`config.mk`:
```
export PLATFORM = sky130hd
export DESIGN_NAME = periodic_timer_table_top
export DESIGN_NICKNAME = d
export VERILOG_FILES = /design/src/rtl/core/ptt_pkg.sv /design/src/rtl/core/periodic_timer_table_top.sv /design/src/rtl/core/ptt_front.sv /design/src/rtl/core/ptt_fifo.sv /design/src/rtl/core/ptt_div.sv /design/src/rtl/core/ptt_back.sv
export SDC_FILE = /design/constraint.sdc
export NUM_CORES = 2
export LEC_CHECK = 0
export BUFFER_PORTS_ARGS = -buffer_cell sky130_fd_sc_hd__buf_2
export CAP_MARGIN = 20
export CORE_ASPECT_RATIO = 0.8
export CORE_MARGIN = 4
export CORE_UTILIZATION = 30
export CTS_BUF_LIST = sky130_fd_sc_hd__clkbuf_16
export DETAILED_ROUTE_END_ITERATION = 8
export PLACE_DENSITY_LB_ADDON = 0.2
export RECOVER_POWER = 100
export SYNTH_ARGS = -nofsm -noshare
export SYNTH_HDL_FRONTEND = slang
export SYNTH_HIERARCHICAL = 1
export SYNTH_SLANG_ARGS = --single-unit
```
`constraint.sdc`:
```
create_clock -name clk_i -period 11.61 [get_ports clk_i]
set_input_delay 2.322 -clock clk_i [delete_from_list [all_inputs] [get_ports clk_i]]
set_output_delay 2.322 -clock clk_i [all_outputs]
set_load 0.03 [all_outputs]
```
`src/rtl/core/ptt_pkg.sv`:
```
// Shared types and constants of the periodic timer table.
package ptt_pkg;

  // Default sizes, handed to the top level parameters.
  localparam int DefNumTimers = 16;
  localparam int DefTimeBits  = 48;

  // Fixed field widths of the item ports, the skip count limit and the command queue depth.
  localparam int SlotW    = 4;
  localparam int SkipW    = 16;
  localparam int SkipMax  = 65535;
  localparam int CmdDepth = 2;

  // Input mode codes.
  typedef enum logic [1:0] {
    MODE_ADD    = 2'd0,
    MODE_REMOVE = 2'd1,
    MODE_EXEC   = 2'd2,
    MODE_QUERY  = 2'd3
  } mode_e;

  // Result status codes.
  typedef enum logic [1:0] {
    ST_OK          = 2'd0,
    ST_BUSY        = 2'd1,
    ST_EMPTY       = 2'd2,
    ST_ZERO_PERIOD = 2'd3
  } status_e;

  // Classified command kinds handed from the front to the back.
  typedef enum logic [2:0] {
    OP_ADD,
    OP_REMOVE,
    OP_EXEC,
    OP_QUERY,
    OP_REJECT
  } op_e;

  // Control part of a queued command.
  typedef struct packed {
    op_e                op;
    status_e            status;
    logic [SlotW-1:0]   slot;
    logic               fire_once;
  } ctl_t;

  // Back end sequencer states.
  typedef enum logic [3:0] {
    B_IDLE,
    B_ADD,
    B_REM,
    B_REJ,
    B_XRD,
    B_XCHK,
    B_XDIV,
    B_XPUSH,
    B_XEND,
    B_QRD,
    B_QCHK,
    B_QOUT
  } bst_e;

endpackage

```
`src/rtl/core/periodic_timer_table_top.sv`:
```
// Top level of the periodic timer table.
// The block keeps NUM_TIMERS timer slots and takes add, remove, execute and
// query items through a two-entry command queue, so a new item is accepted
// while the back end still works or a result waits at the output, as long as
// the queue has room. Query reads the slot table one entry at a time through
// its registered read port. Execute scans the table the same way and, for each
// periodic slot that fires, runs the one-bit-per-cycle divider that counts
// skipped periods before the result hand-off; an execute returns one result
// per fired slot in ascending order, or a single non-fired result, and the
// final result carries last. No clearing pass is needed after reset.
module periodic_timer_table_top import ptt_pkg::*; #(
  parameter int NUM_TIMERS = DefNumTimers,
  parameter int TIME_BITS  = DefTimeBits
) (
  input  logic                 clk_i,
  input  logic                 rst_ni,
  input  logic                 in_valid_i,
  output logic                 in_ready_o,
  input  logic [1:0]           mode_i,
  input  logic [SlotW-1:0]     slot_i,
  input  logic [TIME_BITS-1:0] now_i,
  input  logic [TIME_BITS-1:0] delay_i,
  input  logic [TIME_BITS-1:0] period_i,
  input  logic                 fire_once_i,
  output logic                 out_valid_o,
  input  logic                 out_ready_i,
  output logic [1:0]           status_o,
  output logic                 fired_o,
  output logic [SlotW-1:0]     fired_slot_o,
  output logic [SkipW-1:0]     skipped_periods_o,
  output logic [TIME_BITS-1:0] next_expiry_o,
  output logic                 any_timers_o,
  output logic                 last_o
);

  localparam int CmdW = $bits(ctl_t) + 3 * TIME_BITS;

  logic            q_push, q_full, q_pop, q_empty;
  logic [CmdW-1:0] q_wdata, q_rdata;

  ptt_front #(
    .TIME_BITS (TIME_BITS),
    .CMD_W     (CmdW)
  ) u_front (
    .in_valid_i  (in_valid_i),
    .in_ready_o  (in_ready_o),
    .mode_i      (mode_i),
    .slot_i      (slot_i),
    .now_i       (now_i),
    .delay_i     (delay_i),
    .period_i    (period_i),
    .fire_once_i (fire_once_i),
    .q_full_i    (q_full),
    .q_push_o    (q_push),
    .q_data_o    (q_wdata)
  );

  ptt_fifo #(
    .DATA_W (CmdW),
    .DEPTH  (CmdDepth)
  ) u_fifo (
    .clk_i   (clk_i),
    .rst_ni  (rst_ni),
    .push_i  (q_push),
    .data_i  (q_wdata),
    .full_o  (q_full),
    .pop_i   (q_pop),
    .empty_o (q_empty),
    .data_o  (q_rdata)
  );

  ptt_back #(
    .NUM_TIMERS (NUM_TIMERS),
    .TIME_BITS  (TIME_BITS),
    .CMD_W      (CmdW)
  ) u_back (
    .clk_i             (clk_i),
    .rst_ni            (rst_ni),
    .q_empty_i         (q_empty),
    .q_data_i          (q_rdata),
    .q_pop_o           (q_pop),
    .out_valid_o       (out_valid_o),
    .out_ready_i       (out_ready_i),
    .status_o          (status_o),
    .fired_o           (fired_o),
    .fired_slot_o      (fired_slot_o),
    .skipped_periods_o (skipped_periods_o),
    .next_expiry_o     (next_expiry_o),
    .any_timers_o      (any_timers_o),
    .last_o            (last_o)
  );

endmodule

```
`src/rtl/core/ptt_front.sv`:
```
// Front end: accepts items, classifies them and forms the first expiry sum.
module ptt_front import ptt_pkg::*; #(
  parameter int TIME_BITS = DefTimeBits,
  parameter int CMD_W     = $bits(ctl_t) + 3 * DefTimeBits
) (
  input  logic                 in_valid_i,
  output logic                 in_ready_o,
  input  logic [1:0]           mode_i,
  input  logic [SlotW-1:0]     slot_i,
  input  logic [TIME_BITS-1:0] now_i,
  input  logic [TIME_BITS-1:0] delay_i,
  input  logic [TIME_BITS-1:0] period_i,
  input  logic                 fire_once_i,
  input  logic                 q_full_i,
  output logic                 q_push_o,
  output logic [CMD_W-1:0]     q_data_o
);

  typedef struct packed {
    ctl_t                 ctl;
    logic [TIME_BITS-1:0] time_a;
    logic [TIME_BITS-1:0] delay;
    logic [TIME_BITS-1:0] period;
  } cmd_t;

  cmd_t               cmd;
  logic [TIME_BITS:0] sum;

  assign in_ready_o = !q_full_i;
  assign q_push_o   = in_valid_i && !q_full_i;

  // Classify the mode, reject an add with a zero period and saturate now plus period for an add.
  always_comb begin
    sum               = {1'b0, now_i} + {1'b0, period_i};
    cmd.ctl.slot      = slot_i;
    cmd.ctl.fire_once = fire_once_i;
    cmd.ctl.status    = ST_OK;
    cmd.delay         = delay_i;
    cmd.period        = period_i;
    cmd.time_a        = now_i;
    case (mode_e'(mode_i))
      MODE_ADD: begin
        if (period_i == '0) begin
          cmd.ctl.op     = OP_REJECT;
          cmd.ctl.status = ST_ZERO_PERIOD;
        end else begin
          cmd.ctl.op = OP_ADD;
          cmd.time_a = sum[TIME_BITS] ? '1 : sum[TIME_BITS-1:0];
        end
      end
      MODE_REMOVE: cmd.ctl.op = OP_REMOVE;
      MODE_EXEC:   cmd.ctl.op = OP_EXEC;
      MODE_QUERY:  cmd.ctl.op = OP_QUERY;
      default:     cmd.ctl.op = OP_QUERY;
    endcase
  end

  assign q_data_o = CMD_W'(cmd);

endmodule

```
`src/rtl/core/ptt_fifo.sv`:
```
// Short command queue between the front end and the back end.
module ptt_fifo import ptt_pkg::*; #(
  parameter int DATA_W = 8,
  parameter int DEPTH  = CmdDepth
) (
  input  logic              clk_i,
  input  logic              rst_ni,
  input  logic              push_i,
  input  logic [DATA_W-1:0] data_i,
  output logic              full_o,
  input  logic              pop_i,
  output logic              empty_o,
  output logic [DATA_W-1:0] data_o
);

  localparam int PtrW = (DEPTH > 1) ? $clog2(DEPTH) : 1;
  localparam int CntW = $clog2(DEPTH + 1);

  logic [DATA_W-1:0] mem_q [DEPTH];
  logic [PtrW-1:0]   wr_q, wr_d, rd_q, rd_d;
  logic [CntW-1:0]   cnt_q, cnt_d;
  logic              do_push, do_pop;

  assign full_o  = (cnt_q == CntW'(DEPTH));
  assign empty_o = (cnt_q == '0);
  assign do_push = push_i && !full_o;
  assign do_pop  = pop_i && !empty_o;
  assign data_o  = mem_q[rd_q];

  // Pointer and fill count updates with wrap at the depth.
  always_comb begin
    wr_d  = wr_q;
    rd_d  = rd_q;
    cnt_d = cnt_q;
    if (do_push) begin
      wr_d = (wr_q == PtrW'(DEPTH - 1)) ? '0 : wr_q + 1'b1;
    end
    if (do_pop) begin
      rd_d = (rd_q == PtrW'(DEPTH - 1)) ? '0 : rd_q + 1'b1;
    end
    if (do_push && !do_pop) begin
      cnt_d = cnt_q + 1'b1;
    end else if (do_pop && !do_push) begin
      cnt_d = cnt_q - 1'b1;
    end
  end

  always_ff @(posedge clk_i or negedge rst_ni) begin
    if (!rst_ni) begin
      wr_q  <= '0;
      rd_q  <= '0;
      cnt_q <= '0;
    end else begin
      wr_q  <= wr_d;
      rd_q  <= rd_d;
      cnt_q <= cnt_d;
    end
  end

  // Entry storage.
  always_ff @(posedge clk_i) begin
    if (do_push) begin
      mem_q[wr_q] <= data_i;
    end
  end

endmodule

```
`src/rtl/core/ptt_div.sv`:
```
// Restoring divider, one quotient bit per cycle, for the skipped period count.
module ptt_div import ptt_pkg::*; #(
  parameter int W = DefTimeBits
) (
  input  logic         clk_i,
  input  logic         rst_ni,
  input  logic         start_i,
  input  logic [W-1:0] dividend_i,
  input  logic [W-1:0] divisor_i,
  output logic         done_o,
  output logic [W-1:0] quot_o,
  output logic [W-1:0] rem_o
);

  localparam int CntW = $clog2(W + 1);

  logic [W-1:0]    quo_q, rem_q, dvs_q;
  logic [CntW-1:0] cnt_q;
  logic            busy_q, done_q;
  logic [W:0]      shifted;
  logic [W+1:0]    diff;

  // One trial subtraction of the shifted partial remainder.
  assign shifted = {rem_q, quo_q[W-1]};
  assign diff    = {1'b0, shifted} - {2'b00, dvs_q};

  always_ff @(posedge clk_i or negedge rst_ni) begin
    if (!rst_ni) begin
      busy_q <= 1'b0;
      done_q <= 1'b0;
      cnt_q  <= '0;
    end else begin
      done_q <= 1'b0;
      if (start_i) begin
        busy_q <= 1'b1;
        cnt_q  <= CntW'(W);
      end else if (busy_q) begin
        cnt_q <= cnt_q - 1'b1;
        if (cnt_q == CntW'(1)) begin
          busy_q <= 1'b0;
          done_q <= 1'b1;
        end
      end
    end
  end

  always_ff @(posedge clk_i) begin
    if (start_i) begin
      quo_q <= dividend_i;
      rem_q <= '0;
      dvs_q <= divisor_i;
    end else if (busy_q) begin
      if (!diff[W+1]) begin
        rem_q <= diff[W-1:0];
        quo_q <= {quo_q[W-2:0], 1'b1};
      end else begin
        rem_q <= shifted[W-1:0];
        quo_q <= {quo_q[W-2:0], 1'b0};
      end
    end
  end

  assign done_o = done_q;
  assign quot_o = quo_q;
  assign rem_o  = rem_q;

endmodule

```
`src/rtl/core/ptt_back.sv`:
```
// Back end: slot table, command sequencer and result register.
module ptt_back import ptt_pkg::*; #(
  parameter int NUM_TIMERS = DefNumTimers,
  parameter int TIME_BITS  = DefTimeBits,
  parameter int CMD_W      = $bits(ctl_t) + 3 * DefTimeBits
) (
  input  logic                 clk_i,
  input  logic                 rst_ni,
  input  logic                 q_empty_i,
  input  logic [CMD_W-1:0]     q_data_i,
  output logic                 q_pop_o,
  output logic                 out_valid_o,
  input  logic                 out_ready_i,
  output logic [1:0]           status_o,
  output logic                 fired_o,
  output logic [SlotW-1:0]     fired_slot_o,
  output logic [SkipW-1:0]     skipped_periods_o,
  output logic [TIME_BITS-1:0] next_expiry_o,
  output logic                 any_timers_o,
  output logic                 last_o
);

  localparam int IdxW = (NUM_TIMERS > 1) ? $clog2(NUM_TIMERS) : 1;

  typedef struct packed {
    ctl_t                 ctl;
    logic [TIME_BITS-1:0] time_a;
    logic [TIME_BITS-1:0] delay;
    logic [TIME_BITS-1:0] period;
  } cmd_t;

  bst_e                  state_q, state_d;
  cmd_t                  cur_q, cur_d;
  logic [IdxW-1:0]       idx_q, idx_d;
  logic [NUM_TIMERS-1:0] valid_q, valid_d;
  logic                  pend_v_q, pend_v_d;
  logic [IdxW-1:0]       pend_slot_q, pend_slot_d, new_slot_q, new_slot_d;
  logic [SkipW-1:0]      pend_skip_q, pend_skip_d, new_skip_q, new_skip_d;
  logic [TIME_BITS-1:0]  best_q, best_d;
  logic                  any_q, any_d;

  // Slot table memories with registered read at the scan index.
  logic [TIME_BITS-1:0]  per_mem [NUM_TIMERS];
  logic [TIME_BITS-1:0]  nt_mem  [NUM_TIMERS];
  logic                  os_mem  [NUM_TIMERS];
  logic [TIME_BITS-1:0]  rd_per_q, rd_nt_q;
  logic                  rd_os_q;
  logic                  mem_we, mem_wfull;
  logic [IdxW-1:0]       mem_wa;
  logic [TIME_BITS-1:0]  mem_wnt;

  // Result register.
  logic                  ov_q, ov_d, out_free;
  status_e               ost_q, ost_d;
  logic                  ofi_q, ofi_d, oany_q, oany_d, olast_q, olast_d;
  logic [SlotW-1:0]      oslot_q, oslot_d;
  logic [SkipW-1:0]      oskip_q, oskip_d;
  logic [TIME_BITS-1:0]  oexp_q, oexp_d;

  // Divider and datapath terms.
  logic                  div_start, div_done;
  logic [TIME_BITS-1:0]  div_quot, div_rem;
  logic [TIME_BITS:0]    exp_sum, upd_sum;
  logic [IdxW-1:0]       sidx;
  logic                  in_range, last_idx, hit;
  cmd_t                  head;

  assign head     = cmd_t'(q_data_i);
  assign out_free = !ov_q || out_ready_i;
  assign sidx     = IdxW'(cur_q.ctl.slot);
  assign in_range = (32'(cur_q.ctl.slot) < NUM_TIMERS);
  assign last_idx = (idx_q == IdxW'(NUM_TIMERS - 1));
  assign hit      = valid_q[idx_q] && (rd_nt_q <= cur_q.time_a);
  assign exp_sum  = {1'b0, cur_q.time_a} + {1'b0, cur_q.delay};
  // The next expiry past now is now minus the remainder plus one period.
  assign upd_sum  = {1'b0, cur_q.time_a} - {1'b0, div_rem} + {1'b0, rd_per_q};

  ptt_div #(
    .W (TIME_BITS)
  ) u_div (
    .clk_i      (clk_i),
    .rst_ni     (rst_ni),
    .start_i    (div_start),
    .dividend_i (cur_q.time_a - rd_nt_q),
    .divisor_i  (rd_per_q),
    .done_o     (div_done),
    .quot_o     (div_quot),
    .rem_o      (div_rem)
  );

  // Next state.
  always_comb begin
    state_d = state_q;
    case (state_q)
      B_IDLE: begin
        if (!q_empty_i) begin
          case (head.ctl.op)
            OP_ADD:    state_d = B_ADD;
            OP_REMOVE: state_d = B_REM;
            OP_EXEC:   state_d = B_XRD;
            OP_QUERY:  state_d = B_QRD;
            default:   state_d = B_REJ;
          endcase
        end
      end
      B_ADD, B_REM, B_REJ, B_XEND, B_QOUT: begin
        if (out_free) begin
          state_d = B_IDLE;
        end
      end
      B_XRD: state_d = B_XCHK;
      B_XCHK: begin
        if (!hit) begin
          state_d = last_idx ? B_XEND : B_XRD;
        end else if (rd_os_q) begin
          state_d = B_XPUSH;
        end else begin
          state_d = B_XDIV;
        end
      end
      B_XDIV: begin
        if (div_done) begin
          state_d = B_XPUSH;
        end
      end
      B_XPUSH: begin
        if (!pend_v_q || out_free) begin
          state_d = last_idx ? B_XEND : B_XRD;
        end
      end
      B_QRD:  state_d = B_QCHK;
      B_QCHK: state_d = last_idx ? B_QOUT : B_QRD;
      default: state_d = B_IDLE;
    endcase
  end

  // Datapath, table writes and result loads.
  always_comb begin
    q_pop_o     = 1'b0;
    cur_d       = cur_q;
    idx_d       = idx_q;
    valid_d     = valid_q;
    pend_v_d    = pend_v_q;
    pend_slot_d = pend_slot_q;
    pend_skip_d = pend_skip_q;
    new_slot_d  = new_slot_q;
    new_skip_d  = new_skip_q;
    best_d      = best_q;
    any_d       = any_q;
    mem_we      = 1'b0;
    mem_wfull   = 1'b0;
    mem_wa      = sidx;
    mem_wnt     = exp_sum[TIME_BITS] ? '1 : exp_sum[TIME_BITS-1:0];
    div_start   = 1'b0;
    ov_d        = ov_q && !out_ready_i;
    ost_d       = ost_q;
    ofi_d       = ofi_q;
    oany_d      = oany_q;
    olast_d     = olast_q;
    oslot_d     = oslot_q;
    oskip_d     = oskip_q;
    oexp_d      = oexp_q;
    case (state_q)
      B_IDLE: begin
        if (!q_empty_i) begin
          q_pop_o  = 1'b1;
          cur_d    = head;
          idx_d    = '0;
          pend_v_d = 1'b0;
          best_d   = '1;
          any_d    = 1'b0;
        end
      end
      B_ADD: begin
        if (out_free) begin
          ov_d    = 1'b1;
          ofi_d   = 1'b0;
          oslot_d = '0;
          oskip_d = '0;
          oexp_d  = '0;
          oany_d  = 1'b0;
          olast_d = 1'b1;
          if (!in_range || valid_q[sidx]) begin
            ost_d = ST_BUSY;
          end else begin
            ost_d         = ST_OK;
            mem_we        = 1'b1;
            mem_wfull     = 1'b1;
            valid_d[sidx] = 1'b1;
          end
        end
      end
      B_REM: begin
        if (out_free) begin
          ov_d    = 1'b1;
          ofi_d   = 1'b0;
          oslot_d = '0;
          oskip_d = '0;
          oexp_d  = '0;
          oany_d  = 1'b0;
          olast_d = 1'b1;
          if (in_range && valid_q[sidx]) begin
            ost_d         = ST_OK;
            valid_d[sidx] = 1'b0;
          end else begin
            ost_d = ST_EMPTY;
          end
        end
      end
      B_REJ: begin
        if (out_free) begin
          ov_d    = 1'b1;
          ost_d   = cur_q.ctl.status;
          ofi_d   = 1'b0;
          oslot_d = '0;
          oskip_d = '0;
          oexp_d  = '0;
          oany_d  = 1'b0;
          olast_d = 1'b1;
        end
      end
      B_XCHK: begin
        if (!hit) begin
          if (!last_idx) begin
            idx_d = idx_q + 1'b1;
          end
        end else if (rd_os_q) begin
          valid_d[idx_q] = 1'b0;
          new_slot_d     = idx_q;
          new_skip_d     = '0;
        end else begin
          div_start = 1'b1;
        end
      end
      B_XDIV: begin
        if (div_done) begin
          mem_we     = 1'b1;
          mem_wa     = idx_q;
          mem_wnt    = upd_sum[TIME_BITS] ? '1 : upd_sum[TIME_BITS-1:0];
          new_slot_d = idx_q;
          new_skip_d = (div_quot > TIME_BITS'(SkipMax)) ? '1 : div_quot[SkipW-1:0];
        end
      end
      B_XPUSH: begin
        // Hold back one fired result so the final one can carry last.
        if (!pend_v_q || out_free) begin
          if (pend_v_q) begin
            ov_d    = 1'b1;
            ost_d   = ST_OK;
            ofi_d   = 1'b1;
            oslot_d = SlotW'(pend_slot_q);
            oskip_d = pend_skip_q;
            oexp_d  = '0;
            oany_d  = 1'b0;
            olast_d = 1'b0;
          end
          pend_v_d    = 1'b1;
          pend_slot_d = new_slot_q;
          pend_skip_d = new_skip_q;
          if (!last_idx) begin
            idx_d = idx_q + 1'b1;
          end
        end
      end
      B_XEND: begin
        if (out_free) begin
          ov_d    = 1'b1;
          ost_d   = ST_OK;
          ofi_d   = pend_v_q;
          oslot_d = pend_v_q ? SlotW'(pend_slot_q) : '0;
          oskip_d = pend_v_q ? pend_skip_q : '0;
          oexp_d  = '0;
          oany_d  = 1'b0;
          olast_d = 1'b1;
        end
      end
      B_QCHK: begin
        if (valid_q[idx_q]) begin
          any_d = 1'b1;
          if (rd_nt_q < best_q) begin
            best_d = rd_nt_q;
          end
        end
        if (!last_idx) begin
          idx_d = idx_q + 1'b1;
        end
      end
      B_QOUT: begin
        if (out_free) begin
          ov_d    = 1'b1;
          ost_d   = ST_OK;
          ofi_d   = 1'b0;
          oslot_d = '0;
          oskip_d = '0;
          oexp_d  = best_q;
          oany_d  = any_q;
          olast_d = 1'b1;
        end
      end
      default: ;
    endcase
  end

  // Control registers.
  always_ff @(posedge clk_i or negedge rst_ni) begin
    if (!rst_ni) begin
      state_q  <= B_IDLE;
      valid_q  <= '0;
      pend_v_q <= 1'b0;
      ov_q     <= 1'b0;
      idx_q    <= '0;
    end else begin
      state_q  <= state_d;
      valid_q  <= valid_d;
      pend_v_q <= pend_v_d;
      ov_q     <= ov_d;
      idx_q    <= idx_d;
    end
  end

  // Payload registers.
  always_ff @(posedge clk_i) begin
    cur_q       <= cur_d;
    pend_slot_q <= pend_slot_d;
    pend_skip_q <= pend_skip_d;
    new_slot_q  <= new_slot_d;
    new_skip_q  <= new_skip_d;
    best_q      <= best_d;
    any_q       <= any_d;
    ost_q       <= ost_d;
    ofi_q       <= ofi_d;
    oany_q      <= oany_d;
    olast_q     <= olast_d;
    oslot_q     <= oslot_d;
    oskip_q     <= oskip_d;
    oexp_q      <= oexp_d;
  end

  // Table write port and registered read port.
  always_ff @(posedge clk_i) begin
    if (mem_we) begin
      nt_mem[mem_wa] <= mem_wnt;
      if (mem_wfull) begin
        per_mem[mem_wa] <= cur_q.period;
        os_mem[mem_wa]  <= cur_q.ctl.fire_once;
      end
    end
    rd_nt_q  <= nt_mem[idx_q];
    rd_per_q <= per_mem[idx_q];
    rd_os_q  <= os_mem[idx_q];
  end

  assign out_valid_o       = ov_q;
  assign status_o          = ost_q;
  assign fired_o           = ofi_q;
  assign fired_slot_o      = oslot_q;
  assign skipped_periods_o = oskip_q;
  assign next_expiry_o     = oexp_q;
  assign any_timers_o      = oany_q;
  assign last_o            = olast_q;

endmodule
```
==> summary.txt <==
Synth
  – Syn Area/Cell: 16.0 um2
  – Synthesized cell area: 109000 um2
  – Synth Instances: just under 7000
  – Adder-cell share of the synthesized area: 0.0435
  – Xor/xnor share of the synthesized area: 0.0178
  – Post-synthesis simple-gate area fraction: 0.0464
  – Ys Warns: 6
  – Seq/Total Area, Yosys: 0.662
  – Synth Net Count: 7291
  – Library cells used by synthesis: 105
  – Post-synth EDFFs: 2269
  – Largest family of logic cells by synthesized area: multiplexers
  – Ys async rst share: 0.0155
  – Post-synthesis mux area share: 0.125
  – Most used flip-flop cell after synthesis: edfxtp_1
  – FF+latch count, synth: around 2500
  – Post-synthesis compound-gate area fraction: 0.0707

STA
  – Worst Tran Pin Value: 8.10 ns
  – Fmax: 116 MHz
  – Fin crit share: 0.742
  – RSZ-0062 raised after global routing: false
  – Max-slew violations: 2805
  – Setup TNS: 0 ns
  – Final setup fails: 0
  – Final-report hold violation count: 0
  – Min Tclk post-route: 8.62 ns
  – Relative slew slack: -4.40
  – Skew final: 0.0474 ns
  – Final WS setup: 2.99 ns

Detailed routing
  – DR vias/cell: 5.21
  – Routed WL: 350000 um
  – Initial DRC count: approximately 7000
  – Final ANT Viol Nets: 0
  – Remaining DRCs: 0
  – Initial DRT Pass Iterations: 5
  – Total number of vias: 62600
  – Wire per inst: 29.1 um

Cells and area
  – Commonest non-fill, non-tap cell in the layout: edfxtp_1
  – Most frequent cells in the layout: edfxtp_1 (2269), mux4_2 (495), inv_1 (475)
  – Area Growth Syn to Fin: 12.8%
  – Non-filler cells in the finished layout: 12000
  – Final net count: 7523
  – Share of post-route cells with drive strength above 1: 0.162

Power and ir drop
  – Peak supply drop: about 0.23 mV
  – Leak pwr: between 40 and 50 nW
  – Power Density: about 260 nW/um2

Global routing
  – Vias in the first global route: 61900
  – Grt ovf: 0
  – Largest net degree at the start of global routing: 108
  – Tot GR Track Use: 0.184
  – Initial antenna violation count: 61
  – First-pass GRT wire length: 488000 um

Clock network
  – Worst-path clk slew: around 0.060 ns
  – Post-CTS sizing: 0
  – CTS buffer count: 268
  – # hold bufs at CTS: 0
  – CTS tree: built
  – Clock sinks: between 2000 and 2500
  – H-tree depth: 5
  – Root Driver: clkbuf_16
  – Setup bufs post-CTS: 0
  – Clock Path Buffers: 4
  – Clk_lat worst skew: roughly 0.86 ns

Placement
  – Gpl congestion: about 0.9
  – Placed Cells: roughly 12000
  – HPWL after DPL: 235000 um
  – Pre-CTS setup slack: 5.32 ns
  – Port Buffer Count: 229

Die
  – I/O Pins: 230
  – Core area: 360000 um2
  – Total die area: 372000 um2
  – Starting Density: 0.302
  – Die Ht: about 550 um
  – Die width: between 600 and 700 um
  – Rows: 197

Worst hold path
  – Hold Path Class: reg -> reg

Setup path
  – Reg2reg setup slack: ~3 ns
  – Kind of end point of the critical path: flip-flop
  – Critical path launch point type: flip-flop
  – Critical Path AT: between 8 and 9 ns
  – Max FO, Critical Path: slightly below 60
  – Worst EP required: roughly 12 ns
  – Crit Path Category: reg -> reg

Run
  – Max Cap Violations: 91

Run status
  – Status: complete, but fails checks
  – Failing checks: max-capacitance violations, max-slew violations
-- synthesized netlist by cell type, types with 54 or more instances --
cell | instances | share of area
mux2_2 | 202 | 0.021
inv_1 | 415 | 0.014
xor2_1 | 85 | 0.0068
a21oi_1 | 341 | 0.016
nor3_1 | 102 | 0.0047
nor2_1 | 355 | 0.012
edfxtp_1 | 2269 | 0.63
nand2_1 | 251 | 0.0087
ha_1 | 295 | 0.034
buf_4 | 105 | 0.0073
nor2b_1 | 60 | 0.0035
xnor2_1 | 136 | 0.011
nand4_1 | 62 | 0.0036
a31oi_1 | 72 | 0.0041
o21a_1 | 54 | 0.0037
nand3_1 | 59 | 0.0027
o21ai_0 | 146 | 0.0067
dfxtp_1 | 145 | 0.027
mux4_2 | 495 | 0.10
a21o_1 | 170 | 0.012
clkbuf_1 | 206 | 0.0071
-- worst max-delay path: stages (launching register included) --
cell and delay (ns):
dfrtp_1 2.44, a31oi_1 0.36, or2_0 0.41, nor2_1 2.26, clkbuf_1 2.57
-- per-stage QoR --
stage	utilization	power, W	cell area, um2	hold slack [ns]
3_3_place_gp	0.319	0.0240	115000	0.403
3_5_place_dp	0.319	0.0241	115000	0.406
5_1_grt	0.340	0.0336	123000	0.424
4_1_cts	0.342	0.0323	123000	0.421
2_1_floorplan	-	0.0191	109000	0.400
6_report	0.340	0.0320	123000	0.418
-- layout make-up --
cell class | count | area (um2)
antenna | 17 | 42.5
clock buffer | 273 | 6830
clock inverter | 200 | 1400
fill | 34700 | 238000
inverter | 415 | 1560
multi-input combinational | 3517 | 33100
sequential | 2452 | 72000
tap | 4776 | 5980
timing repair buffer | 367 | 1730
-- final timing paths --
check	startpoint	endpoint	depth (start not counted)
max in group asynchronous	rst_ni	u_back/idx_q[3]	2
min in group asynchronous	rst_ni	u_back/out_valid_o	2
max	u_back/idx_q[1]	u_back/per_mem[6][4]	4
min	u_back/new_slot_q[1]	u_back/pend_slot_q[1]	0
max reg2reg	u_back/idx_q[1]	u_back/per_mem[6][4]	4
min reg2reg	u_back/new_slot_q[1]	u_back/pend_slot_q[1]	0
-- cell families (layout without fill, tap and decap cells) --
family	Yosys count	count (layout)
fa+ha+maj	347	347
compound gates	1166	1166
mux	714	714
other cells	0	17
xor+xnor	221	221
simple gates	1069	1069
flops	2452	2452
buf+inv	820	1255
-- power by group --
| group | internal [W] | total (W) | switching, W | leakage [nW] |
|---|---|---|---|---|
| sequential | 0.0112 | 0.0119 | 0.000764 | 22.0 |
| combinational | 0.00416 | 0.0120 | 0.00781 | 15.0 |
| clock | 0.00460 | 0.00813 | 0.00353 | 4.25 |
| total | 0.0199 | 0.0320 | 0.0121 | 41.2 |
-- layer usage --
metal	share of wire	wire length, um	vias up	global-route usage
met5	0.00023	82	-	0
met4	0.032	11200	12	0.0534
met3	0.061	21300	484	0.0247
met2	0.46	160000	2216	0.288
met1	0.45	157000	33000	0.266
li1	-	-	26800	-
-- registers in the layout, indices dropped and copies added, names as in the netlist, 48 cells and up --
signal	count
u_back/nt_mem	768
u_back/per_mem	768
u_fifo/mem_q	308
u_back/cur_q	147
u_back/best_q	48
u_back/next_expiry_o	48
u_back/rd_nt_q	48
u_back/rd_per_q	48
u_back/u_div/dvs_q	48
u_back/u_div/quot_o	48
u_back/u_div/rem_o	48
No activity file was read; power rests on OpenSTA's default activity.
